--- src/sv/sbpa_pkg.sv ---
package sbpa_pkg;

    localparam int REQ_W       = 14;
    localparam int DIM_W       = 15;
    localparam int SLOT_W      = 4;
    localparam int IDLE_W      = 9;
    localparam int LIMIT_W     = 8;
    localparam int FUNC_W      = 3;
    localparam int STATUS_W    = 2;

    localparam logic [IDLE_W-1:0]  IDLE_MAX    = 9'd511;
    localparam logic [LIMIT_W-1:0] LIMIT_RESET = 8'd60;

    typedef enum logic [FUNC_W-1:0] {
        FUNC_ACQ_ROUND = 3'd0,
        FUNC_ACQ_EXACT = 3'd1,
        FUNC_RELEASE   = 3'd2,
        FUNC_TICK      = 3'd3,
        FUNC_CLEAR     = 3'd4
    } func_e_t;

    typedef enum logic [STATUS_W-1:0] {
        ST_OK    = 2'd0,
        ST_FULL  = 2'd1,
        ST_RANGE = 2'd2
    } status_e_t;

    // controller to datapath
    typedef struct packed {
        logic start;
        logic scan;
        logic apply;
    } ctrl_cmd_t;

    // datapath to controller
    typedef struct packed {
        logic scan_op;
        logic scan_end;
        logic out_free;
    } dp_status_t;

endpackage

--- src/sv/sized_buffer_pool_with_aging.sv ---
// sized buffer pool with idle aging: a table of up to POOL_DEPTH entries, each
// holding a width, a height, busy and live marks and an idle-frame count; sizes
// and idle counts are kept in a small memory, and entries are filled in order at
// the fill mark. func 0 acquires with each size clamped to at least 1 and rounded
// up to a power of two, taking the first free live entry at least that large;
// func 1 acquires an entry of exactly the clamped size; with no fit a new entry
// is appended, or status 1 reports the pool full. func 2 releases a slot (status
// 2 when the slot is at or beyond the fill mark), func 3 ages free live entries
// and retires those whose idle count passes idle_frame_limit, func 4 empties the
// pool. Retired slots are not reused until a clear. Every request gives exactly
// one response. Timing: acquire and frame tick walk the entries one per cycle
// through the memory read port up to the fill mark, and an acquire stops early
// when it hits; release, clear and the unused codes skip the walk. A finished
// response sits in an output register, so the next request is taken while it
// waits. idle_frame_limit is written through the cfg port, which is always
// ready; write it only while no request is in flight.
module sized_buffer_pool_with_aging #(
    parameter int POOL_DEPTH = 16
) (
    input  logic                          clk,
    input  logic                          rst_n,
    // configuration write
    input  logic                          cfg_valid,
    output logic                          cfg_ready,
    input  logic [sbpa_pkg::LIMIT_W-1:0]  idle_frame_limit,
    // request channel
    input  logic                          in_valid,
    output logic                          in_stall,
    input  logic [sbpa_pkg::FUNC_W-1:0]   func,
    input  logic [sbpa_pkg::REQ_W-1:0]    req_width,
    input  logic [sbpa_pkg::REQ_W-1:0]    req_height,
    input  logic [sbpa_pkg::SLOT_W-1:0]   slot,
    // response channel
    output logic                          out_valid,
    input  logic                          out_stall,
    output logic [sbpa_pkg::STATUS_W-1:0] status,
    output logic [sbpa_pkg::SLOT_W-1:0]   granted_slot,
    output logic                          reused,
    output logic [sbpa_pkg::DIM_W-1:0]    granted_width,
    output logic [sbpa_pkg::DIM_W-1:0]    granted_height
);
    import sbpa_pkg::*;

    ctrl_cmd_t  cmd;
    dp_status_t dp_stat;

    // the user must change the limit register only between requests; the block does not enforce it
    assign cfg_ready = 1'b1;

    // sequencer: idle, entry walk, commit and respond
    sbpa_ctrl u_ctrl (
        .clk      (clk),
        .rst_n    (rst_n),
        .in_valid (in_valid),
        .in_stall (in_stall),
        .dp_stat  (dp_stat),
        .cmd      (cmd)
    );

    // pool table, entry walk and response register
    sbpa_datapath #(
        .POOL_DEPTH (POOL_DEPTH)
    ) u_datapath (
        .clk              (clk),
        .rst_n            (rst_n),
        .cmd              (cmd),
        .dp_stat          (dp_stat),
        .cfg_valid        (cfg_valid),
        .idle_frame_limit (idle_frame_limit),
        .func             (func),
        .req_width        (req_width),
        .req_height       (req_height),
        .slot             (slot),
        .out_valid        (out_valid),
        .out_stall        (out_stall),
        .status           (status),
        .granted_slot     (granted_slot),
        .reused           (reused),
        .granted_width    (granted_width),
        .granted_height   (granted_height)
    );

endmodule

--- src/sv/sbpa_ctrl.sv ---
module sbpa_ctrl (
    input  logic                 clk,
    input  logic                 rst_n,
    input  logic                 in_valid,
    output logic                 in_stall,
    input  sbpa_pkg::dp_status_t dp_stat,
    output sbpa_pkg::ctrl_cmd_t  cmd
);
    import sbpa_pkg::*;

    typedef enum logic [1:0] {
        S_IDLE,
        S_SCAN,
        S_APPLY
    } state_t;

    state_t state_reg;
    logic   in_stall_reg;

    always_comb
    begin
        cmd.start = (state_reg == S_IDLE) && in_valid;
        cmd.scan  = (state_reg == S_SCAN);
        cmd.apply = (state_reg == S_APPLY) && dp_stat.out_free;
    end

    assign in_stall = in_stall_reg;

    always_ff @(posedge clk or negedge rst_n)
    begin
        if (!rst_n)
        begin
            state_reg    <= S_IDLE;
            in_stall_reg <= 1'b0;
        end
        else
        begin
            unique case (state_reg)
                S_IDLE:
                begin
                    if (in_valid)
                    begin
                        state_reg    <= dp_stat.scan_op ? S_SCAN : S_APPLY;
                        in_stall_reg <= 1'b1;
                    end
                end
                S_SCAN:
                begin
                    if (dp_stat.scan_end)
                    begin
                        state_reg <= S_APPLY;
                    end
                end
                S_APPLY:
                begin
                    if (dp_stat.out_free)
                    begin
                        state_reg    <= S_IDLE;
                        in_stall_reg <= 1'b0;
                    end
                end
                default:
                begin
                    state_reg    <= S_IDLE;
                    in_stall_reg <= 1'b0;
                end
            endcase
        end
    end

endmodule

--- src/sv/sbpa_datapath.sv ---
module sbpa_datapath #(
    parameter int POOL_DEPTH = 16
) (
    input  logic                                  clk,
    input  logic                                  rst_n,
    input  sbpa_pkg::ctrl_cmd_t                   cmd,
    output sbpa_pkg::dp_status_t                  dp_stat,
    input  logic                                  cfg_valid,
    input  logic [sbpa_pkg::LIMIT_W-1:0]          idle_frame_limit,
    input  logic [sbpa_pkg::FUNC_W-1:0]           func,
    input  logic [sbpa_pkg::REQ_W-1:0]            req_width,
    input  logic [sbpa_pkg::REQ_W-1:0]            req_height,
    input  logic [sbpa_pkg::SLOT_W-1:0]           slot,
    output logic                                  out_valid,
    input  logic                                  out_stall,
    output logic [sbpa_pkg::STATUS_W-1:0]         status,
    output logic [sbpa_pkg::SLOT_W-1:0]           granted_slot,
    output logic                                  reused,
    output logic [sbpa_pkg::DIM_W-1:0]            granted_width,
    output logic [sbpa_pkg::DIM_W-1:0]            granted_height
);
    import sbpa_pkg::*;

    localparam int IDX_W  = (POOL_DEPTH > 1) ? $clog2(POOL_DEPTH) : 1;
    localparam int FILL_W = $clog2(POOL_DEPTH + 1);
    localparam int CMP_W  = (FILL_W > SLOT_W) ? FILL_W : SLOT_W;

    // smallest power of two not below v (v >= 1)
    function automatic logic [DIM_W-1:0] round_pow2(input logic [REQ_W-1:0] v);
        logic [DIM_W-1:0] a;
        a = DIM_W'(v) - DIM_W'(1);
        a = a | (a >> 1);
        a = a | (a >> 2);
        a = a | (a >> 4);
        a = a | (a >> 8);
        return a + DIM_W'(1);
    endfunction

    // entry sizes and idle counts
    logic [2*DIM_W-1:0] dims_mem [POOL_DEPTH];
    logic [IDLE_W-1:0]  idle_mem [POOL_DEPTH];

    logic [2*DIM_W-1:0]    dims_rd_reg;
    logic [IDLE_W-1:0]     idle_rd_reg;

    logic [FUNC_W-1:0]     func_reg;
    logic [DIM_W-1:0]      tw_reg;
    logic [DIM_W-1:0]      th_reg;
    logic [SLOT_W-1:0]     slot_reg;
    logic [LIMIT_W-1:0]    limit_reg;

    logic [FILL_W-1:0]     fill_reg;
    logic [FILL_W-1:0]     fill_next;
    logic [POOL_DEPTH-1:0] busy_reg;
    logic [POOL_DEPTH-1:0] busy_next;
    logic [POOL_DEPTH-1:0] live_reg;
    logic [POOL_DEPTH-1:0] live_next;

    logic [FILL_W-1:0]     issue_reg;
    logic                  eval_valid_reg;
    logic [IDX_W-1:0]      eval_idx_reg;
    logic                  hit_reg;
    logic [IDX_W-1:0]      hit_idx_reg;
    logic [DIM_W-1:0]      hit_w_reg;
    logic [DIM_W-1:0]      hit_h_reg;

    logic                  out_valid_reg;
    status_e_t             out_status_reg;
    logic [SLOT_W-1:0]     out_slot_reg;
    logic                  out_reused_reg;
    logic [DIM_W-1:0]      out_w_reg;
    logic [DIM_W-1:0]      out_h_reg;

    logic [REQ_W-1:0]      w_clamp;
    logic [REQ_W-1:0]      h_clamp;
    logic                  issue_now;
    logic [IDX_W-1:0]      rd_idx;
    logic                  acq_op;
    logic                  exact_op;
    logic [DIM_W-1:0]      rd_w;
    logic [DIM_W-1:0]      rd_h;
    logic                  cand;
    logic                  fits;
    logic                  hit_now;
    logic [IDLE_W-1:0]     idle_inc;
    logic                  slot_ok;
    logic [IDX_W-1:0]      slot_idx;
    logic [IDX_W-1:0]      fill_idx;
    logic                  room;

    logic                  idle_we;
    logic [IDX_W-1:0]      idle_wa;
    logic [IDLE_W-1:0]     idle_wd;
    logic                  dims_we;

    status_e_t             res_status;
    logic [SLOT_W-1:0]     res_slot;
    logic                  res_reused;
    logic [DIM_W-1:0]      res_w;
    logic [DIM_W-1:0]      res_h;

    assign w_clamp = (req_width  == '0) ? REQ_W'(1) : req_width;
    assign h_clamp = (req_height == '0) ? REQ_W'(1) : req_height;

    assign issue_now = cmd.scan && (issue_reg < fill_reg);
    assign rd_idx    = issue_reg[IDX_W-1:0];

    assign acq_op   = (func_reg == FUNC_ACQ_ROUND) || (func_reg == FUNC_ACQ_EXACT);
    assign exact_op = (func_reg == FUNC_ACQ_EXACT);

    assign rd_w = dims_rd_reg[DIM_W-1:0];
    assign rd_h = dims_rd_reg[2*DIM_W-1:DIM_W];

    assign cand = eval_valid_reg && live_reg[eval_idx_reg] && !busy_reg[eval_idx_reg];
    assign fits = exact_op ? ((rd_w == tw_reg) && (rd_h == th_reg))
                           : ((rd_w >= tw_reg) && (rd_h >= th_reg));
    assign hit_now = cmd.scan && acq_op && cand && fits;

    assign idle_inc = (idle_rd_reg == IDLE_MAX) ? IDLE_MAX : idle_rd_reg + IDLE_W'(1);

    assign slot_ok  = CMP_W'(slot_reg) < CMP_W'(fill_reg);
    assign slot_idx = IDX_W'(slot_reg);
    assign fill_idx = fill_reg[IDX_W-1:0];
    assign room     = fill_reg < FILL_W'(POOL_DEPTH);

    always_comb
    begin
        dp_stat.scan_op  = (func == FUNC_ACQ_ROUND) || (func == FUNC_ACQ_EXACT)
                           || (func == FUNC_TICK);
        dp_stat.scan_end = hit_now || (!eval_valid_reg && !(issue_reg < fill_reg));
        dp_stat.out_free = !out_valid_reg || !out_stall;
    end

    // next state of the pool marks, memory writes and the result
    always_comb
    begin
        busy_next  = busy_reg;
        live_next  = live_reg;
        fill_next  = fill_reg;
        idle_we    = 1'b0;
        idle_wa    = eval_idx_reg;
        idle_wd    = idle_inc;
        dims_we    = 1'b0;
        res_status = ST_OK;
        res_slot   = '0;
        res_reused = 1'b0;
        res_w      = '0;
        res_h      = '0;

        // frame tick ages one entry per cycle while scanning
        if (cmd.scan && (func_reg == FUNC_TICK) && cand)
        begin
            idle_we = 1'b1;
            if (idle_inc > IDLE_W'(limit_reg))
            begin
                live_next[eval_idx_reg] = 1'b0;
            end
        end

        if (cmd.apply)
        begin
            unique case (func_reg)
                FUNC_ACQ_ROUND, FUNC_ACQ_EXACT:
                begin
                    if (hit_reg)
                    begin
                        busy_next[hit_idx_reg] = 1'b1;
                        idle_we    = 1'b1;
                        idle_wa    = hit_idx_reg;
                        idle_wd    = '0;
                        res_slot   = SLOT_W'(hit_idx_reg);
                        res_reused = 1'b1;
                        res_w      = hit_w_reg;
                        res_h      = hit_h_reg;
                    end
                    else if (room)
                    begin
                        busy_next[fill_idx] = 1'b1;
                        live_next[fill_idx] = 1'b1;
                        fill_next  = fill_reg + FILL_W'(1);
                        dims_we    = 1'b1;
                        idle_we    = 1'b1;
                        idle_wa    = fill_idx;
                        idle_wd    = '0;
                        res_slot   = SLOT_W'(fill_idx);
                        res_w      = tw_reg;
                        res_h      = th_reg;
                    end
                    else
                    begin
                        res_status = ST_FULL;
                    end
                end
                FUNC_RELEASE:
                begin
                    if (!slot_ok)
                    begin
                        res_status = ST_RANGE;
                    end
                    else if (busy_reg[slot_idx])
                    begin
                        busy_next[slot_idx] = 1'b0;
                        idle_we = 1'b1;
                        idle_wa = slot_idx;
                        idle_wd = '0;
                    end
                end
                FUNC_CLEAR:
                begin
                    busy_next = '0;
                    live_next = '0;
                    fill_next = '0;
                end
                default:
                begin
                    res_status = ST_OK;
                end
            endcase
        end
    end

    always_ff @(posedge clk)
    begin
        if (issue_now)
        begin
            dims_rd_reg <= dims_mem[rd_idx];
        end
        if (dims_we)
        begin
            dims_mem[fill_idx] <= {th_reg, tw_reg};
        end
    end

    always_ff @(posedge clk)
    begin
        if (issue_now)
        begin
            idle_rd_reg <= idle_mem[rd_idx];
        end
        if (idle_we)
        begin
            idle_mem[idle_wa] <= idle_wd;
        end
    end

    always_ff @(posedge clk or negedge rst_n)
    begin
        if (!rst_n)
        begin
            limit_reg      <= LIMIT_RESET;
            fill_reg       <= '0;
            busy_reg       <= '0;
            live_reg       <= '0;
            issue_reg      <= '0;
            eval_valid_reg <= 1'b0;
            hit_reg        <= 1'b0;
            out_valid_reg  <= 1'b0;
        end
        else
        begin
            if (cfg_valid)
            begin
                limit_reg <= idle_frame_limit;
            end
            fill_reg <= fill_next;
            busy_reg <= busy_next;
            live_reg <= live_next;

            if (cmd.start)
            begin
                issue_reg      <= '0;
                eval_valid_reg <= 1'b0;
                hit_reg        <= 1'b0;
            end
            else if (cmd.scan)
            begin
                if (issue_now)
                begin
                    issue_reg <= issue_reg + FILL_W'(1);
                end
                eval_valid_reg <= issue_now;
                if (hit_now)
                begin
                    hit_reg <= 1'b1;
                end
            end

            if (cmd.apply)
            begin
                out_valid_reg <= 1'b1;
            end
            else if (out_valid_reg && !out_stall)
            begin
                out_valid_reg <= 1'b0;
            end
        end
    end

    // payload registers
    always_ff @(posedge clk)
    begin
        if (cmd.start)
        begin
            func_reg <= func;
            slot_reg <= slot;
            tw_reg   <= (func == FUNC_ACQ_EXACT) ? DIM_W'(w_clamp) : round_pow2(w_clamp);
            th_reg   <= (func == FUNC_ACQ_EXACT) ? DIM_W'(h_clamp) : round_pow2(h_clamp);
        end
        if (cmd.scan)
        begin
            eval_idx_reg <= rd_idx;
        end
        if (hit_now)
        begin
            hit_idx_reg <= eval_idx_reg;
            hit_w_reg   <= rd_w;
            hit_h_reg   <= rd_h;
        end
        if (cmd.apply)
        begin
            out_status_reg <= res_status;
            out_slot_reg   <= res_slot;
            out_reused_reg <= res_reused;
            out_w_reg      <= res_w;
            out_h_reg      <= res_h;
        end
    end

    assign out_valid      = out_valid_reg;
    assign status         = out_status_reg;
    assign granted_slot   = out_slot_reg;
    assign reused         = out_reused_reg;
    assign granted_width  = out_w_reg;
    assign granted_height = out_h_reg;

endmodule

--- config.mk ---
export PLATFORM = sky130hd
export DESIGN_NAME = sized_buffer_pool_with_aging
export DESIGN_NICKNAME = d
export VERILOG_FILES = /design/src/sv/sbpa_pkg.sv /design/src/sv/sized_buffer_pool_with_aging.sv /design/src/sv/sbpa_ctrl.sv /design/src/sv/sbpa_datapath.sv
export SDC_FILE = /design/constraint.sdc
export NUM_CORES = 1
export LEC_CHECK = 0
export BUFFER_PORTS_ARGS = -buffer_cell sky130_fd_sc_hd__buf_2
export CAP_MARGIN = 20
export CORE_MARGIN = 2
export CORE_UTILIZATION = 60
export DETAILED_ROUTE_END_ITERATION = 8
export PLACE_DENSITY = 0.87
export SLEW_MARGIN = 20
export SYNTH_ARGS = -nofsm -noshare
export SYNTH_HDL_FRONTEND = slang
export SYNTH_SLANG_ARGS = --single-unit
--- constraint.sdc ---
create_clock -name clk -period 13.31 [get_ports clk]
set_clock_uncertainty 0.05 [all_clocks]
set_input_delay 2.662 -clock clk [delete_from_list [all_inputs] [get_ports clk]]
set_output_delay 2.662 -clock clk [all_outputs]
set_load 0.02 [all_outputs]
==> impl_metrics.json <==
{
  "status": "complete, no violations",
  "drt_iter0_drc": 3293,
  "clock_sinks": 831,
  "synthCells": 1976,
  "areaGrowthSynthToFinish_pct": 12.1,
  "die-area_mm2": 0.0603,
  "die_w_um": 246,
  "io_buffers": 86,
  "root_buffer": "clkbuf_16",
  "min_path_type": "reg -> reg",
  "nNetsFinal": 2186,
  "synth.top_cell.area_share_pct": 66.5,
  "ys_warn_count": 0,
  "hold_violations": 0,
  "coreArea_mm2": 0.0577,
  "antenna_found_initial": 0,
  "worst_pin_slew_ns": 1.09,
  "num_vias": 20700,
  "syn-num-nets": 2081,
  "cp-start-kind": "input pin",
  "dr.pass1.iters": 6,
  "grt_use_met3_pct": 7.53,
  "largest_register_ffs": 480,
  "postCtsSetupBuffers": 0,
  "seqCellArea_mm2": 0.0247,
  "final_area_mm2": 0.0392,
  "synth_top_area_cell": "edfxtp_1",
  "met2_usage_pct": 50.4,
  "wl_per_cell_um": 32.1,
  "synthArstFlopShare_pct": 6.74,
  "drcViolationCount": 0,
  "grt_pass1_wl_um": 140000,
  "multi_input_area_mm2": 0.00989,
  "clock_path_buffers": 3,
  "timing.fmax_ghz": 0.154,
  "critPathKind": "in -> reg",
  "fin_tns_setup_ns": 0,
  "grt_max_degree": 63,
  "gp_congestion": 0.922,
  "clkLatencyLatePin_ns": 0.65,
  "period_share_pct": 48.7,
  "grt_util_met1_pct": 42.9,
  "dp_hpwl_um": 51100,
  "nFillCells": 3373,
  "p_per_area_mw_per_mm2": 190,
  "endpoint_kind": "flop",
  "synth_area_leaders": "edfxtp_1 66%, mux4_2 13%, dfrtp_1 3.7%, ha_1 2.0%, nor2_1 1.2%",
  "io_pins": 88,
  "yosys.cell_types.count": 89,
  "busiest_layer": "met2",
  "holdBufCountCts": 0,
  "cts_max_level": 3,
  "p_leak_nw": 12.9,
  "rsz0062_at_grt": "no",
  "finalMaxSlewViolations": 0,
  "ctsResizeCount": 0,
  "arrival_ns": 6.79,
  "grt_use_total_pct": 31.9,
  "cts_tree": "yes",
  "overflow": 0,
  "initial_core_util_pct": 60.7,
  "antenna_cells": 0,
  "drt_wl_total_um": 93500,
  "ant_nets": 0,
  "std_cell_rows": 88,
  "period_needed_ns": 6.49,
  "ys_seq_area_share_pct": 70.5,
  "max-cap-violations": 0,
  "avgSynthCellArea_um2": 17.7,
  "synth_edf_count": 775,
  "cts_buffers": 79,
  "via_per_inst": 7.12,
  "ir_drop_mv": 0.119,
  "die_h_um": 246,
  "cp_data_required_time_ns": 13.62,
  "clk_pin_slew_ns": 0.06,
  "setup_viol": 0,
  "slew_headroom_pct": 27.2,
  "grt_pass1_vias": 21100,
  "post_route_cells_drive_above_1_share_pct": 24.3,
  "crit_fanout": 14,
  "synth-main-ff-cell": "edfxtp_1",
  "dpl_cell_area_mm2": 0.0364,
  "ys_seq_elements": 831,
  "synth_area_mm2": 0.0350
}
==> routing by layer <==
layer	share of wire (%)	vias up	routed length [µm]
met1	34	10300	32000
li1	-	8241	-
met5	0	-	0
met4	4.3	0	4050
met2	48	1867	45300
met3	13	306	12100
==> where the power goes <==
part	total (W)	switching (W)	internal (W)
Clock	0.00242	0.00101	0.00141
Combinational	0.00154	0.000892	0.000644
Sequential	0.00350	0.000266	0.00323
==> kinds of logic (layout without fill, tap and decap cells) <==
group / Yosys count / after routing / share of synthesized area [%]
XOR/XNOR: 22 / 22 / 0.550
flip-flops: 831 / 831 / 70.5
AND/OR/NAND/NOR: 416 / 416 / 6.16
other: 1 / 1 / 0.0107
AO/OA/AOI/OAI: 279 / 279 / 5.76
adder cells (fa/ha/maj): 57 / 57 / 2.04
multiplexers: 211 / 211 / 13.2
buffers and inverters: 159 / 328 / 1.77
==> path summary, 6_finish.rpt <==
check,endpoint,from,cells past startpoint,slack [ns]
setup / recovery,u_datapath.tw_reg[10],req_width[4],16,6.82
hold / removal,u_datapath.hit_h_reg[0],u_datapath.dims_rd_reg[15],0,0.40
setup reg to reg,u_datapath.idle_mem[13][3],u_datapath.func_reg[2],7,8.54
hold reg to reg,u_datapath.hit_h_reg[0],u_datapath.dims_rd_reg[15],0,0.40
max in group asynchronous,u_datapath.issue_reg[3],rst_n,2,10.49
min in group asynchronous,u_datapath.fill_reg[3],rst_n,2,2.14
==> worst max-delay path: stages <==
cell	delay [ns]
buf_2	0.23
nor4_2	0.13
nand2_1	0.22
nor2_1	0.11
nor2_1	0.16
ha_1	0.36
nor3b_2	0.65
nand4_1	0.33
xor2_1	0.26
nand4bb_1	0.33
a211oi_4	0.39
nand3_2	0.12
ha_1	0.37
a21boi_0	0.19
a31oi_1	0.19
a21oi_1	0.08
==> metrics by stage <==
stage               hold slack, ns  total power (W)  utilization (%)  cells  setup WS (ns)
floorplan                    0.371          0.00446                -   1976           6.87
global placement             0.385          0.00487             63.1   2763           6.37
detailed placement           0.395          0.00498             63.1   2763           6.22
CTS                          0.408          0.00743             67.9   2908           6.90
global route                 0.427          0.00766             68.0   2910           6.41
finish                       0.400          0.00746             68.0   2910           6.82
==> cells in the mapped netlist (10+ instances only) <==
| library cell | instances |
|---|---|
| edfxtp_1 | 775 |
| mux4_2 | 201 |
| nor2_1 | 108 |
| nand2_1 | 88 |
| inv_1 | 63 |
| ha_1 | 57 |
| nand3_1 | 56 |
| clkbuf_1 | 53 |
| dfrtp_1 | 52 |
| o21ai_0 | 52 |
| a21oi_1 | 39 |
| a22o_1 | 33 |
| nor2b_1 | 30 |
| buf_1 | 26 |
| nor3_1 | 20 |
| a22oi_1 | 18 |
| a31o_2 | 18 |
| buf_2 | 16 |
| nand4_1 | 16 |
| a21o_1 | 15 |
| a31oi_1 | 15 |
| xnor2_1 | 13 |
| and3_1 | 12 |
| and2_1 | 11 |
| nand3b_1 | 10 |
==> final cells by class <==
| class | count | area share [%] |
|---|---|---|
| sequential | 831 | 62.9 |
| multi-input combinational | 986 | 25.2 |
| clock buffer | 97 | 5.37 |
| tap | 765 | 2.44 |
| timing repair buffer | 120 | 1.77 |
| clock inverter | 48 | 1.69 |
| inverter | 63 | 0.603 |
==> placed cells by master, fill, tap and decap left out, types with 10 or more instances in the layout <==
cell       instances
xnor2_1           13
a22o_1            33
nor2_4            16
a31o_2            18
a22oi_1           18
nor2b_1           30
nand3b_1          10
ha_1              57
inv_1             61
a31oi_1           15
clkinv_2          12
a21o_1            15
mux4_2           201
a21oi_1           33
clkbuf_16         80
nor3_1            20
bufinv_16         14
clkbuf_1          13
edfxtp_1         775
nand3_1           56
buf_4             32
o21ai_0           52
and2_1            11
nand4_1           16
nor2_1            91
dfrtp_1           48
and3_1            12
nand2_1           88
buf_2             86
Note: power is estimated with default switching activity, not from simulation.
